File: src/rtl/esp_pkg.sv
package esp_pkg;

    // input transaction kinds carried in tuser
    typedef enum logic [1:0] {
        ACT_SAMPLE = 2'd0,
        ACT_TICK   = 2'd1,
        ACT_CLEAR  = 2'd2,
        ACT_RESET  = 2'd3
    } action_t;

    // configuration register indexes
    localparam int REG_IDX_W = 3;
    localparam logic [REG_IDX_W-1:0] REG_SETPOINT = 3'd0;
    localparam logic [REG_IDX_W-1:0] REG_GAIN_P   = 3'd1;
    localparam logic [REG_IDX_W-1:0] REG_GAIN_I   = 3'd2;
    localparam logic [REG_IDX_W-1:0] REG_GAIN_D   = 3'd3;
    localparam logic [REG_IDX_W-1:0] REG_RPC      = 3'd4;
    localparam logic [REG_IDX_W-1:0] REG_PERIOD   = 3'd5;
    localparam logic [REG_IDX_W-1:0] REG_RATE     = 3'd6;

    localparam logic [15:0] RST_SETPOINT = 16'd0;
    localparam logic [15:0] RST_GAIN_P   = 16'd1280;
    localparam logic [15:0] RST_GAIN_I   = 16'd0;
    localparam logic [15:0] RST_GAIN_D   = 16'd0;
    localparam logic [15:0] RST_RPC      = 16'd4389;
    localparam logic [15:0] RST_PERIOD   = 16'd410;
    localparam logic [15:0] RST_RATE     = 16'd160;

    localparam logic signed [15:0] S16_MAX = 16'sh7fff;
    localparam logic signed [15:0] S16_MIN = 16'sh8000;

    // multiplier operand b: 16-bit config value widened to signed
    localparam int MUL_BW = 17;

    localparam int SPEED_SHIFT = 8;
    localparam int ITG_SHIFT   = 4;
    localparam int P_SHIFT     = 8;
    localparam int D_SHIFT     = 4;
    localparam int U_FRAC      = 20;

    localparam int DIFF_W    = 17;
    localparam int DERIV_W   = 33;
    localparam int ITG_W     = 20;
    localparam int ITG_INC_W = 29;
    localparam int ITG_SUM_W = 30;
    localparam logic signed [ITG_SUM_W-1:0] ITG_MAX = 30'sd409600;
    localparam logic signed [ITG_SUM_W-1:0] ITG_MIN = -30'sd409600;

    localparam int IN_DATA_W  = 8;
    localparam int IN_USER_W  = 2;
    localparam int OUT_DATA_W = 48;

    // decoder controls from the sequencer
    typedef struct packed {
        logic sample;
        logic clear;
        logic phase_a;
        logic phase_b;
    } dec_ctrl_t;

endpackage

File: src/rtl/esp_decoder.sv
module esp_decoder #(
    parameter int COUNT_WIDTH = 16
) (
    input  logic                          clk,
    input  logic                          rst_n,
    input  esp_pkg::dec_ctrl_t            ctrl,
    output logic signed [COUNT_WIDTH-1:0] count
);
    import esp_pkg::*;

    localparam logic signed [COUNT_WIDTH-1:0] CNT_MAX = {1'b0, {(COUNT_WIDTH-1){1'b1}}};
    localparam logic signed [COUNT_WIDTH-1:0] CNT_MIN = {1'b1, {(COUNT_WIDTH-1){1'b0}}};

    logic signed [COUNT_WIDTH-1:0] count_reg;
    logic signed [COUNT_WIDTH-1:0] count_next;
    logic                          prev_a_reg;
    logic                          prev_a_next;
    logic                          prev_b_reg;
    logic                          prev_b_next;
    logic                          step_up;
    logic                          step_dn;

    always_comb
    begin
        step_up     = 1'b0;
        step_dn     = 1'b0;
        prev_a_next = prev_a_reg;
        prev_b_next = prev_b_reg;
        // channel a has priority over channel b
        if (ctrl.phase_a != prev_a_reg)
        begin
            step_up     = (ctrl.phase_a == ctrl.phase_b);
            step_dn     = (ctrl.phase_a != ctrl.phase_b);
            prev_a_next = ctrl.phase_a;
        end
        else if (ctrl.phase_b != prev_b_reg)
        begin
            step_up     = (ctrl.phase_a != ctrl.phase_b);
            step_dn     = (ctrl.phase_a == ctrl.phase_b);
            prev_b_next = ctrl.phase_b;
        end
        count_next = count_reg;
        if (step_up && count_reg != CNT_MAX)
        begin
            count_next = count_reg + COUNT_WIDTH'(1);
        end
        else if (step_dn && count_reg != CNT_MIN)
        begin
            count_next = count_reg - COUNT_WIDTH'(1);
        end
    end

    always_ff @(posedge clk or negedge rst_n)
    begin
        if (!rst_n)
        begin
            count_reg  <= '0;
            prev_a_reg <= 1'b0;
            prev_b_reg <= 1'b0;
        end
        else if (ctrl.clear)
        begin
            count_reg <= '0;
        end
        else if (ctrl.sample)
        begin
            count_reg  <= count_next;
            prev_a_reg <= prev_a_next;
            prev_b_reg <= prev_b_next;
        end
    end

    assign count = count_reg;

endmodule

File: src/rtl/esp_serial_mul.sv
module esp_serial_mul #(
    parameter int A_WIDTH = 33,
    parameter int B_WIDTH = 17
) (
    input  logic                                clk,
    input  logic                                rst_n,
    input  logic                                start,
    input  logic signed [A_WIDTH-1:0]           a,
    input  logic signed [B_WIDTH-1:0]           b,
    output logic                                done,
    output logic signed [A_WIDTH+B_WIDTH-1:0]   product
);
    import esp_pkg::*;

    localparam int STEP_W = (B_WIDTH > 1) ? $clog2(B_WIDTH) : 1;

    logic signed [A_WIDTH-1:0] a_reg;
    logic signed [A_WIDTH:0]   hi_reg;
    logic        [B_WIDTH-1:0] lo_reg;
    logic        [STEP_W-1:0]  step_reg;
    logic                      busy_reg;
    logic                      done_reg;
    logic signed [A_WIDTH:0]   addend;
    logic signed [A_WIDTH:0]   sum;
    logic                      last_step;

    // one multiplier bit per cycle, lsb first; the sign bit of b subtracts
    always_comb
    begin
        addend    = {a_reg[A_WIDTH-1], a_reg};
        last_step = (step_reg == STEP_W'(B_WIDTH - 1));
        if (!lo_reg[0])
        begin
            sum = hi_reg;
        end
        else if (last_step)
        begin
            sum = hi_reg - addend;
        end
        else
        begin
            sum = hi_reg + addend;
        end
    end

    always_ff @(posedge clk or negedge rst_n)
    begin
        if (!rst_n)
        begin
            busy_reg <= 1'b0;
            done_reg <= 1'b0;
            step_reg <= '0;
        end
        else if (start)
        begin
            busy_reg <= 1'b1;
            done_reg <= 1'b0;
            step_reg <= '0;
        end
        else if (busy_reg)
        begin
            step_reg <= step_reg + STEP_W'(1);
            if (last_step)
            begin
                busy_reg <= 1'b0;
                done_reg <= 1'b1;
            end
        end
        else
        begin
            done_reg <= 1'b0;
        end
    end

    always_ff @(posedge clk)
    begin
        if (start)
        begin
            a_reg  <= a;
            hi_reg <= '0;
            lo_reg <= b;
        end
        else if (busy_reg)
        begin
            hi_reg <= {sum[A_WIDTH], sum[A_WIDTH:1]};
            lo_reg <= {sum[0], lo_reg[B_WIDTH-1:1]};
        end
    end

    assign done    = done_reg;
    assign product = {hi_reg[A_WIDTH-1:0], lo_reg};

endmodule

File: src/rtl/encoder_speed_pid.sv
// encoder_speed_pid: quadrature decoder with a fixed-point speed pid loop
// pin sample, clear integral and full reset transactions finish without leaving idle
// a control tick raises its result after six products run in turn on one shift-add
// multiplier that retires one multiplier bit per cycle
// the block takes a new input while a result waits in the output register
// rst_n is asynchronous, active low: config returns to defaults, state clears
module encoder_speed_pid #(
    parameter int COUNT_WIDTH = 16,
    parameter int DRIVE_LIMIT = 255
) (
    input  logic                              clk,
    input  logic                              rst_n,
    input  logic                              s_axis_tvalid,
    output logic                              s_axis_tready,
    // [0] phase_a, [1] phase_b
    input  logic [esp_pkg::IN_DATA_W-1:0]     s_axis_tdata,
    // [1:0] action
    input  logic [esp_pkg::IN_USER_W-1:0]     s_axis_tuser,
    output logic                              m_axis_tvalid,
    input  logic                              m_axis_tready,
    // [15:0] speed_rpm, [31:16] error_rpm, [39:32] drive_level, [40] drive_reverse
    output logic [esp_pkg::OUT_DATA_W-1:0]    m_axis_tdata,
    input  logic                              cfg_valid,
    output logic                              cfg_ready,
    input  logic [esp_pkg::REG_IDX_W-1:0]     cfg_index,
    input  logic [15:0]                       cfg_data
);
    import esp_pkg::*;

    localparam int MUL_AW = (COUNT_WIDTH > DERIV_W) ? COUNT_WIDTH : DERIV_W;
    localparam int MUL_PW = MUL_AW + MUL_BW;
    localparam int ACC_W  = MUL_PW + 6;
    localparam logic signed [ACC_W-1:0] U_LIMIT = ACC_W'(DRIVE_LIMIT) << U_FRAC;
    localparam logic signed [ACC_W-1:0] U_NEG   = -U_LIMIT;

    typedef enum logic [3:0] {
        S_IDLE,
        S_SPEED,
        S_ERR,
        S_ITG,
        S_DIFF,
        S_PROP,
        S_INTG,
        S_DERV,
        S_CLAMP,
        S_OUT
    } state_t;

    state_t state_reg;

    logic signed [15:0] setpoint_reg;
    logic signed [15:0] gain_p_reg;
    logic signed [15:0] gain_i_reg;
    logic signed [15:0] gain_d_reg;
    logic        [15:0] rpc_reg;
    logic        [15:0] period_reg;
    logic        [15:0] rate_reg;

    logic signed [15:0]            speed_reg;
    logic signed [15:0]            err_reg;
    logic signed [15:0]            last_err_reg;
    logic signed [ITG_W-1:0]       integral_reg;
    logic signed [ITG_INC_W-1:0]   itg_inc_reg;
    logic signed [DERIV_W-1:0]     deriv_reg;
    logic signed [ACC_W-1:0]       acc_reg;
    logic signed [ACC_W-1:0]       u_reg;
    logic                          m_valid_reg;
    logic        [OUT_DATA_W-1:0]  m_data_reg;

    logic                          in_accept;
    action_t                       action;
    dec_ctrl_t                     dec_ctrl;
    logic signed [COUNT_WIDTH-1:0] dec_count;

    logic                          mul_start;
    logic signed [MUL_AW-1:0]      mul_a;
    logic signed [MUL_BW-1:0]      mul_b;
    logic                          mul_done;
    logic signed [MUL_PW-1:0]      prod;

    logic signed [MUL_PW-1:0]      speed_rnd;
    logic signed [15:0]            speed_sat;
    logic signed [DIFF_W-1:0]      err_diff;
    logic signed [15:0]            err_sat;
    logic signed [MUL_PW-1:0]      itg_rnd;
    logic signed [ITG_SUM_W-1:0]   itg_total;
    logic signed [ITG_W-1:0]       itg_next;
    logic signed [DIFF_W-1:0]      diff;
    logic signed [ACC_W-1:0]       prod_ext;
    logic signed [ACC_W-1:0]       u_clamped;
    logic        [ACC_W-1:0]       mag;

    assign in_accept     = s_axis_tvalid && s_axis_tready;
    assign s_axis_tready = (state_reg == S_IDLE);
    assign action        = action_t'(s_axis_tuser);
    assign cfg_ready     = 1'b1;
    assign m_axis_tvalid = m_valid_reg;
    assign m_axis_tdata  = m_data_reg;

    assign dec_ctrl.sample  = in_accept && (action == ACT_SAMPLE);
    assign dec_ctrl.clear   = in_accept && (action == ACT_TICK || action == ACT_RESET);
    assign dec_ctrl.phase_a = s_axis_tdata[0];
    assign dec_ctrl.phase_b = s_axis_tdata[1];

    esp_decoder #(
        .COUNT_WIDTH(COUNT_WIDTH)
    ) u_decoder (
        .clk  (clk),
        .rst_n(rst_n),
        .ctrl (dec_ctrl),
        .count(dec_count)
    );

    esp_serial_mul #(
        .A_WIDTH(MUL_AW),
        .B_WIDTH(MUL_BW)
    ) u_mul (
        .clk    (clk),
        .rst_n  (rst_n),
        .start  (mul_start),
        .a      (mul_a),
        .b      (mul_b),
        .done   (mul_done),
        .product(prod)
    );

    always_ff @(posedge clk or negedge rst_n)
    begin
        if (!rst_n)
        begin
            setpoint_reg <= RST_SETPOINT;
            gain_p_reg   <= RST_GAIN_P;
            gain_i_reg   <= RST_GAIN_I;
            gain_d_reg   <= RST_GAIN_D;
            rpc_reg      <= RST_RPC;
            period_reg   <= RST_PERIOD;
            rate_reg     <= RST_RATE;
        end
        else if (cfg_valid && cfg_ready)
        begin
            case (cfg_index)
                REG_SETPOINT: setpoint_reg <= cfg_data;
                REG_GAIN_P:   gain_p_reg   <= cfg_data;
                REG_GAIN_I:   gain_i_reg   <= cfg_data;
                REG_GAIN_D:   gain_d_reg   <= cfg_data;
                REG_RPC:      rpc_reg      <= cfg_data;
                REG_PERIOD:   period_reg   <= cfg_data;
                REG_RATE:     rate_reg     <= cfg_data;
                default:      ;
            endcase
        end
    end

    // datapath around the shared multiplier
    always_comb
    begin
        speed_rnd = (prod + (MUL_PW'(1) << (SPEED_SHIFT - 1))) >>> SPEED_SHIFT;
        if ((&speed_rnd[MUL_PW-1:15]) || !(|speed_rnd[MUL_PW-1:15]))
        begin
            speed_sat = speed_rnd[15:0];
        end
        else
        begin
            speed_sat = speed_rnd[MUL_PW-1] ? S16_MIN : S16_MAX;
        end

        err_diff = DIFF_W'(setpoint_reg) - DIFF_W'(speed_reg);
        if (err_diff[DIFF_W-1] == err_diff[15])
        begin
            err_sat = err_diff[15:0];
        end
        else
        begin
            err_sat = err_diff[DIFF_W-1] ? S16_MIN : S16_MAX;
        end

        itg_rnd   = (prod + (MUL_PW'(1) << (ITG_SHIFT - 1))) >>> ITG_SHIFT;
        itg_total = ITG_SUM_W'(integral_reg) + ITG_SUM_W'(itg_inc_reg);
        if (itg_total > ITG_MAX)
        begin
            itg_next = ITG_MAX[ITG_W-1:0];
        end
        else if (itg_total < ITG_MIN)
        begin
            itg_next = ITG_MIN[ITG_W-1:0];
        end
        else
        begin
            itg_next = itg_total[ITG_W-1:0];
        end

        diff     = DIFF_W'(err_reg) - DIFF_W'(last_err_reg);
        prod_ext = ACC_W'(prod);

        if (acc_reg > U_LIMIT)
        begin
            u_clamped = U_LIMIT;
        end
        else if (acc_reg < U_NEG)
        begin
            u_clamped = U_NEG;
        end
        else
        begin
            u_clamped = acc_reg;
        end
        mag = u_reg[ACC_W-1] ? -u_reg : u_reg;
    end

    // from S_ITG on, each product launches in the cycle the previous one completes
    always_comb
    begin
        mul_start = 1'b0;
        mul_a     = MUL_AW'(dec_count);
        mul_b     = {1'b0, rpc_reg};
        case (state_reg)
            S_IDLE:
            begin
                mul_start = in_accept && (action == ACT_TICK);
            end
            S_ERR:
            begin
                mul_start = 1'b1;
                mul_a     = MUL_AW'(err_sat);
                mul_b     = {1'b0, period_reg};
            end
            S_ITG:
            begin
                mul_start = mul_done;
                mul_a     = MUL_AW'(diff);
                mul_b     = {1'b0, rate_reg};
            end
            S_DIFF:
            begin
                mul_start = mul_done;
                mul_a     = MUL_AW'(err_reg);
                mul_b     = {gain_p_reg[15], gain_p_reg};
            end
            S_PROP:
            begin
                mul_start = mul_done;
                mul_a     = MUL_AW'(integral_reg);
                mul_b     = {gain_i_reg[15], gain_i_reg};
            end
            S_INTG:
            begin
                mul_start = mul_done;
                mul_a     = MUL_AW'(deriv_reg);
                mul_b     = {gain_d_reg[15], gain_d_reg};
            end
            default:
            begin
                mul_start = 1'b0;
            end
        endcase
    end

    always_ff @(posedge clk or negedge rst_n)
    begin
        if (!rst_n)
        begin
            state_reg    <= S_IDLE;
            speed_reg    <= '0;
            err_reg      <= '0;
            last_err_reg <= '0;
            integral_reg <= '0;
            itg_inc_reg  <= '0;
            deriv_reg    <= '0;
            acc_reg      <= '0;
            u_reg        <= '0;
            m_valid_reg  <= 1'b0;
            m_data_reg   <= '0;
        end
        else
        begin
            if (m_valid_reg && m_axis_tready && state_reg != S_OUT)
            begin
                m_valid_reg <= 1'b0;
            end
            case (state_reg)
                S_IDLE:
                begin
                    if (in_accept)
                    begin
                        case (action)
                            ACT_TICK:
                            begin
                                state_reg <= S_SPEED;
                            end
                            ACT_CLEAR:
                            begin
                                integral_reg <= '0;
                            end
                            ACT_RESET:
                            begin
                                integral_reg <= '0;
                                last_err_reg <= '0;
                            end
                            default: ;
                        endcase
                    end
                end
                S_SPEED:
                begin
                    if (mul_done)
                    begin
                        speed_reg <= speed_sat;
                        state_reg <= S_ERR;
                    end
                end
                S_ERR:
                begin
                    err_reg   <= err_sat;
                    state_reg <= S_ITG;
                end
                S_ITG:
                begin
                    if (mul_done)
                    begin
                        itg_inc_reg <= itg_rnd[ITG_INC_W-1:0];
                        state_reg   <= S_DIFF;
                    end
                end
                S_DIFF:
                begin
                    if (mul_done)
                    begin
                        deriv_reg    <= prod[DERIV_W-1:0];
                        last_err_reg <= err_reg;
                        integral_reg <= itg_next;
                        state_reg    <= S_PROP;
                    end
                end
                S_PROP:
                begin
                    if (mul_done)
                    begin
                        acc_reg   <= prod_ext <<< P_SHIFT;
                        state_reg <= S_INTG;
                    end
                end
                S_INTG:
                begin
                    if (mul_done)
                    begin
                        acc_reg   <= acc_reg + prod_ext;
                        state_reg <= S_DERV;
                    end
                end
                S_DERV:
                begin
                    if (mul_done)
                    begin
                        acc_reg   <= acc_reg + (prod_ext <<< D_SHIFT);
                        state_reg <= S_CLAMP;
                    end
                end
                S_CLAMP:
                begin
                    u_reg     <= u_clamped;
                    state_reg <= S_OUT;
                end
                S_OUT:
                begin
                    // hold until the output register is free
                    if (!m_valid_reg || m_axis_tready)
                    begin
                        m_valid_reg <= 1'b1;
                        m_data_reg  <= {7'd0, u_reg[ACC_W-1], mag[U_FRAC+7:U_FRAC],
                                        err_reg, speed_reg};
                        state_reg   <= S_IDLE;
                    end
                end
                default:
                begin
                    state_reg <= S_IDLE;
                end
            endcase
        end
    end

    a_done_in_wait: assert property (@(posedge clk) disable iff (!rst_n)
        mul_done |-> (state_reg == S_SPEED || state_reg == S_ITG || state_reg == S_DIFF ||
                      state_reg == S_PROP || state_reg == S_INTG || state_reg == S_DERV))
        else $error("multiplier finished outside a wait state");

    a_itg_bound: assert property (@(posedge clk) disable iff (!rst_n)
        (ITG_SUM_W'(integral_reg) <= ITG_MAX) && (ITG_SUM_W'(integral_reg) >= ITG_MIN))
        else $error("integral outside its clamp");

    a_tick_start: assert property (@(posedge clk) disable iff (!rst_n)
        (in_accept && action == ACT_TICK) |=> (state_reg == S_SPEED && dec_count == '0))
        else $error("tick did not start the sequence or clear the count");

endmodule
File: config.mk
export PLATFORM = sky130hd
export DESIGN_NAME = encoder_speed_pid
export DESIGN_NICKNAME = d
export VERILOG_FILES = /design/src/rtl/esp_pkg.sv /design/src/rtl/esp_decoder.sv /design/src/rtl/esp_serial_mul.sv /design/src/rtl/encoder_speed_pid.sv
export SDC_FILE = /design/constraint.sdc
export NUM_CORES = 2
export LEC_CHECK = 0
export ABC_AREA = 1
export BUFFER_PORTS_ARGS = -buffer_cell sky130_fd_sc_hd__buf_2
export CAP_MARGIN = 20
export CORE_AREA = 5 5 428 262
export CTS_CLUSTER_SIZE = 40
export DETAILED_ROUTE_END_ITERATION = 10
export DIE_AREA = 0 0 433 267
export PLACE_DENSITY = 0.47
export SLEW_MARGIN = 20
export SYNTH_ARGS = -nofsm -noshare
export SYNTH_HDL_FRONTEND = slang
export SYNTH_SLANG_ARGS = --single-unit
File: constraint.sdc
create_clock -name clk -period 4.35 [get_ports clk]
set_input_delay 0 -clock clk [delete_from_list [all_inputs] [get_ports clk]]
set_output_delay 0 -clock clk [all_outputs]
set_load 0.005 [all_outputs]
**Yosys cells after proc, flatten, opt, wreduce, memory -nomap -nowiden**

Cells that the tools add are included.

- Word-level logic and storage cells: 185
- Bits of input ports: 34
- Output and inout port bits: 51
- Register bits: 508

- Equal/unequal tests: 39
- Reductions and logical operators: 43
- Bitwise gates (word level): 2
- Order comparisons: 4
- $add $sub $neg: 13
- Muxes and demuxes: 57

Operators by type and width:

| operator | number |
|---|---|
| $mux 56 | 5 |
| $mux 16 | 11 |
| $pmux 56 s3 | 1 |
| $pmux 33 s5 | 1 |
| $mux 20 | 5 |
| $pmux 17 s5 | 1 |
| $mux 34 | 2 |
| $add 56x50->56 | 1 |
| $add 56x54->56 | 1 |
| $gt 56x29->1 const B | 1 |
| $lt 56x29->1 const B | 1 |
| $add 50x9->50 const B | 1 |
| $pmux 20 s2 | 1 |
| $pmux 4 s10 | 1 |
| $mux 4 | 9 |
| $add 33x33->34 | 1 |
| $mux 17 | 2 |
| $sub 16x16->17 | 2 |
| $sub 33x33->34 | 1 |
| $add 33x5->33 const B | 1 |
| $ne 16x16->1 const B | 2 |
| $pmux 16 s2 | 1 |
| $add 20x29->30 | 1 |
| $gt 30x20->1 const B | 1 |
| other kinds (42) | 104 |

**Logic depth before layout (Yosys ltp)**

- Depth in word-level cells: 8
- Depth in mapped cells: 25
- Mapped depth without buffers: 25

**Hierarchy**

Synthesis repeated with hierarchy kept, for this count alone.

- Cell total of the unflattened synthesis: 5,816
- Area, all modules: 38,515.7 µm²

Modules (own cells, without submodules):

| module | area each (µm²) | times used | seq. area each (µm²) | cells each |
|---|---|---|---|---|
| encoder_speed_pid | 29,816.1 | 1 | 9,351.5 | 4,552 |
| esp_serial_mul | 6,648.9 | 1 | 2,337.2 | 937 |
| esp_decoder | 2,050.7 | 1 | 450.4 | 327 |

**Worst setup path before layout**

Ideal clock, no wire load.

- Path kind: register to register
- Start: reg u_mul.a_reg[0]
- End: reg u_mul.hi_reg[30]
- Clock period less this slack: 3.466 ns
- Stages on the path, launching flop included: 24
- Buffers on the path: 0
- Setup slack: 0.884 ns
- Data required time: 4.234 ns
- Setup time: 0.116 ns
- Arrival time: 3.349 ns
- Path through: edfxtp_1 > inv_1 > ha_1 > inv_1 > nor4_1 > inv_1 > nor3_1 > nand2_1 > o21ai_1 > o21ai_0 > a21oi_1 > xor2_1 > ha_1 > nand2_1 > nor4_1 > nand3_1 > nand3_1 > nand2_1 > nand2_1 > nand3_1 > nand3_1 > nand2_1 > o21ai_1 > nand2_1

- Longest elaborated chain between the ends: 3
- Elaborated cells on any way between the ends: 4
- Those cells by class: 2 x add/sub; 2 x mux

RTL lines:

| what | line | source |
|---|---|---|
| start: declaration | esp_serial_mul.sv:17 | `logic signed [A_WIDTH-1:0] a_reg;` |
| start signal: assignment | esp_serial_mul.sv:79 | `a_reg <= a;` |
| $add 33x33->34 or $sub 33x33->34 (tied branches) | esp_serial_mul.sv:42, esp_serial_mul.sv:38 |  |
| $mux 34 * | esp_serial_mul.sv:36 | `else if (last_step)` |
| $mux 34 * | esp_serial_mul.sv:32 | `if (!lo_reg[0])` |
| end signal: assignment | esp_serial_mul.sv:85 | `hi_reg <= {sum[A_WIDTH], sum[A_WIDTH:1]};` |
| end: declaration | esp_serial_mul.sv:18 | `logic signed [A_WIDTH:0] hi_reg;` |

Mark *: on every way between the ends. The rest lies on a longest branch, timed or not.
A chain may end at the register's enable or synchronous reset.

**Worst setup path in the final report**

- Start: reg u_mul.a_reg[0]
- End: reg u_mul.hi_reg[27]

The elaborated chain is that of the path after synthesis.

==> results.txt <==
- Vias per inst: 5.353
- Clock-pin slew was measured on the worst setup and hold paths at 70 ps.
- The first global-routing pass estimated 239000 microns of wire.
- The detailed router placed 38270 vias in this run.
- Sequential area share after synthesis: 0.3247
* Maximum fanout along the worst path: 4
- Worst hold path type: in -> async
- In this run the remaining antenna-violating nets after routing total 0.
- Cell count after placement: 7019
- Headroom to the max-slew limit came out at 0.2543.
* Final Hold Viols: 0
- Number of synthesized register bits: 481
* Total number of H-tree levels: 2
- Highest Signal Layer: met5
* Most frequent cells in the layout: sky130_fd_sc_hd__nand2_1, sky130_fd_sc_hd__inv_1, sky130_fd_sc_hd__o21ai_0
- Summed over all layers, the global routing overflow is 0.
- Synthesis produced 5541 cells.
* Non-Filler Instances: 7150
* Clock latency reported for the late side of the worst-skew pair: 650 ps
- Die ar.: 115600 sq um
- Setup violations remaining at the end of the flow were counted as 0.
- NetSw: 18.77 mW
- Once layout is done, the placed cells without fillers occupy 42060 sq um.
- Number of flip-flops in the largest register: 56
- Number of clock sinks: 481
- The library cell used most frequently in the layout, excluding fill and tap cells, is sky130_fd_sc_hd__nand2_1.
- Metal2 WL: 57720 microns
- Initial standard-cell utilization of the core: 0.3459
- Of the total power, the share spent switching nets is 0.5510.
- Peak supply drop: 0.3924 mV
* Antenna violations before repair: 6
- Layout cells sized above 1: 0.07357
- After synthesis, the share of flip-flops with an asynchronous set or reset is 0.8274.
- On the final layout, the worst clock skew is 28.00 ps.
- Required arrival time at the worst endpoint: 4920 ps
- Number of search-and-repair iterations in the first detailed-routing pass: 6
* Overall Power: 34.07 mW
- Summed over all nets, wire length on met3 after detailed routing comes to 17600 microns.
- Timing would allow up to 249.2 MHz.
- Data arrives at the worst endpoint at 4590 ps.
* Minimum clock period after layout: 4013 ps
* Worst flop-to-flop path startpoint: u_mul.a_reg[0]
* CTS root buffer: sky130_fd_sc_hd__clkbuf_16
* Average cell area after synthesis: 6.747 sq um
- The run finished with clean final reports.
* Clock group share of total power: 0.143
- Number of buffers on the longest clock path: 3
* Core outline area: 108100 sq um
- Prior to clock tree synthesis, the placed netlist has a worst setup slack of 137.5 ps.
- Across all hold checks on the routed design, the worst slack comes to 27.79 ps.
* Setup repair after global routing missed its margin: false
- For this run, the post-layout net count is 5925.
- The area growth from synthesis to layout is 12.50%.
- After synthesis the cells add up to 37390 sq um.
* Final core area utilization: 0.3891
- The most critical setup path has its startpoint at u_mul.a_reg[0].
- The number of global-route vias before repair came to 34820.
- In this run, the number of DRC markers left after iteration 0 of detailed routing was 4770.
- Number of warnings reported in the yosys synthesis log: 0
* Die width: 433 microns
* Transition time of the tightest slew-check pin: 1108 ps
* Number of unique standard cell types used by synthesis: 69
- Post-route DRC: 0
- Leakage component of the power: 20.06 nW
* Sequential share of power: 0.237
- Number of cell rows: 94
- The internal power of the cells totals 15.30 mW.
- Max cap viols: 0
- Total GRT Usage: 0.2767
* Detail-routed net length per standard cell: 22.89 microns
- CTS tree: yes
- Critical Path End Type: flop
- Total clock buffers created by CTS: 51
* Setup slack after layout: 336.8 ps
- The worst setup path is launched from a flop.
- Maximum number of pins on one net before global-route repair: 114
* Post-detail-place hpwl: 129900 microns
- Number of pins with negative max-slew slack in the final report: 0
* Input/output buffers: 70
- Once placement finished, the instance area stood at 39850 sq um.
- The synthesized design contains 50 enable-type register cells.
* Critical path type: reg -> reg
* Most used flip-flop cell after synthesis: sky130_fd_sc_hd__dfrtp_1
- Routed Wire Length: 163700 microns
- Period utilization: 0.9226
- The share of total power dissipated in combinational logic is 0.620.
* Post-Route Setup TNS: 0 ps
* Top Ports: 85
- Last weighted congestion value of the routability-driven placer: 1.010
- Dividing total power by cell area gives a power density of 810.2 nW/um^2.
- The detailed router put a total of 86340 microns of wire on met1.
* Die outline height: 267 microns
path summary, 6_finish.rpt:
kind                                     to  slack [ps]  cells after the start
setup reg to reg           u_mul.hi_reg[27]         340                     24
max in group asynchronous  m_axis_tdata[35]        3600                      3
hold reg to reg                   u_reg[12]         480                      2
hold / removal                  acc_reg[48]          30                      3
min in group clk                 rpc_reg[0]         130                      5
setup / recovery           u_mul.hi_reg[27]         340                     24
timing repair:
item | in CTS | in global routing
endpoints found under the setup margin | 0 | 10
setup buffers | 0 | 0
endpoints found under the hold margin | 515 | 0
hold buffers | 32 | 0
resized for setup | 0 | 5
logic make-up after synthesis:
logic type      synth area share
compound gates            0.1808
flops                     0.3247
mux                     0.001774
simple gates              0.2877
xor+xnor                 0.03588
buf+inv                  0.09224
fa+ha+maj                0.07671
other cells            0.0002009
power by group through the flow:
| stage | Sequential [mW] | Clock, mW | Combinational (mW) |
|---|---|---|---|
| 2_1_floorplan | 7.15 | 0 | 13.3 |
| 3_3_place_gp | 8.09 | 0 | 20.4 |
| 3_5_place_dp | 8.07 | 0 | 20.2 |
| 4_1_cts | 8.01 | 4.96 | 20.4 |
| 5_1_grt | 8.18 | 5.14 | 23.1 |
| 6_report | 8.08 | 4.87 | 21.1 |
Yosys cell counts, types with 10 or more instances:
| cell | n | area (sq um) |
|---|---|---|
| sky130_fd_sc_hd__a21boi_0 | 14 | 105.1 |
| sky130_fd_sc_hd__a21o_1 | 29 | 217.7 |
| sky130_fd_sc_hd__a21oi_1 | 387 | 1937 |
| sky130_fd_sc_hd__a21oi_2 | 10 | 87.58 |
| sky130_fd_sc_hd__a221oi_1 | 24 | 210.2 |
| sky130_fd_sc_hd__a22o_1 | 14 | 122.6 |
| sky130_fd_sc_hd__a31oi_1 | 42 | 262.8 |
| sky130_fd_sc_hd__buf_2 | 12 | 60.06 |
| sky130_fd_sc_hd__buf_4 | 12 | 90.09 |
| sky130_fd_sc_hd__clkbuf_1 | 111 | 416.7 |
| sky130_fd_sc_hd__dfrtp_1 | 384 | 9609 |
| sky130_fd_sc_hd__dfstp_2 | 14 | 367.9 |
| sky130_fd_sc_hd__dfxtp_1 | 33 | 660.6 |
| sky130_fd_sc_hd__edfxtp_1 | 50 | 1501 |
| sky130_fd_sc_hd__ha_1 | 218 | 2728 |
| sky130_fd_sc_hd__inv_1 | 720 | 2703 |
| sky130_fd_sc_hd__inv_2 | 30 | 112.6 |
| sky130_fd_sc_hd__nand2_1 | 1460 | 5480 |
| sky130_fd_sc_hd__nand2_2 | 16 | 100.1 |
| sky130_fd_sc_hd__nand3_1 | 295 | 1476 |
| sky130_fd_sc_hd__nand4_1 | 98 | 613.1 |
| sky130_fd_sc_hd__nor2_1 | 501 | 1881 |
| sky130_fd_sc_hd__nor2_2 | 10 | 62.56 |
| sky130_fd_sc_hd__nor3_1 | 80 | 400.4 |
| sky130_fd_sc_hd__nor4_1 | 29 | 181.4 |
| sky130_fd_sc_hd__o2111ai_1 | 10 | 87.58 |
| sky130_fd_sc_hd__o211ai_1 | 19 | 142.6 |
| sky130_fd_sc_hd__o21a_1 | 13 | 97.59 |
| sky130_fd_sc_hd__o21ai_0 | 533 | 2668 |
| sky130_fd_sc_hd__o21ai_1 | 37 | 185.2 |
| sky130_fd_sc_hd__o21bai_1 | 31 | 232.7 |
| sky130_fd_sc_hd__o22ai_1 | 25 | 156.4 |
| sky130_fd_sc_hd__or2_2 | 42 | 262.8 |
| sky130_fd_sc_hd__xnor2_1 | 28 | 245.2 |
| sky130_fd_sc_hd__xor2_1 | 122 | 1069 |
layer usage:
metal | vias up | track usage
li1 | 18580 | -
met1 | 17980 | 0.4620
met2 | 1588 | 0.3430
met3 | 116 | 0.08146
met4 | 2 | 0.03277
met5 | - | 0.006967
cell type report:
cell class | instances | area, sq um
antenna | 1 | 2.502
clock buffer | 71 | 1474
clock inverter | 25 | 336.6
fill | 11660 | 66030
inverter | 752 | 2824
multi-input combinational | 4171 | 21890
sequential | 481 | 12140
tap | 1440 | 1802
timing repair buffer | 209 | 1592
worst max-delay path, cell delays in order (launching register included):
cell	delay [ps]
sky130_fd_sc_hd__edfxtp_1	400
sky130_fd_sc_hd__inv_1	90
sky130_fd_sc_hd__ha_1	140
sky130_fd_sc_hd__inv_1	60
sky130_fd_sc_hd__nor4_2	240
sky130_fd_sc_hd__inv_1	130
sky130_fd_sc_hd__nor3_2	190
sky130_fd_sc_hd__nand2_1	140
sky130_fd_sc_hd__o21ai_2	190
sky130_fd_sc_hd__o21ai_0	170
sky130_fd_sc_hd__a21oi_1	150
sky130_fd_sc_hd__buf_4	140
sky130_fd_sc_hd__o21ai_1	70
sky130_fd_sc_hd__xnor2_1	150
sky130_fd_sc_hd__ha_1	360
sky130_fd_sc_hd__nand2_1	140
sky130_fd_sc_hd__nor2_1	160
sky130_fd_sc_hd__inv_1	80
sky130_fd_sc_hd__nor2_1	260
sky130_fd_sc_hd__nand3_1	110
sky130_fd_sc_hd__o211ai_1	230
sky130_fd_sc_hd__a21oi_1	90
sky130_fd_sc_hd__o21ai_0	100
sky130_fd_sc_hd__nand2_1	70
sky130_fd_sc_hd__o21ai_1	70
(Power assumes the default switching activity.)
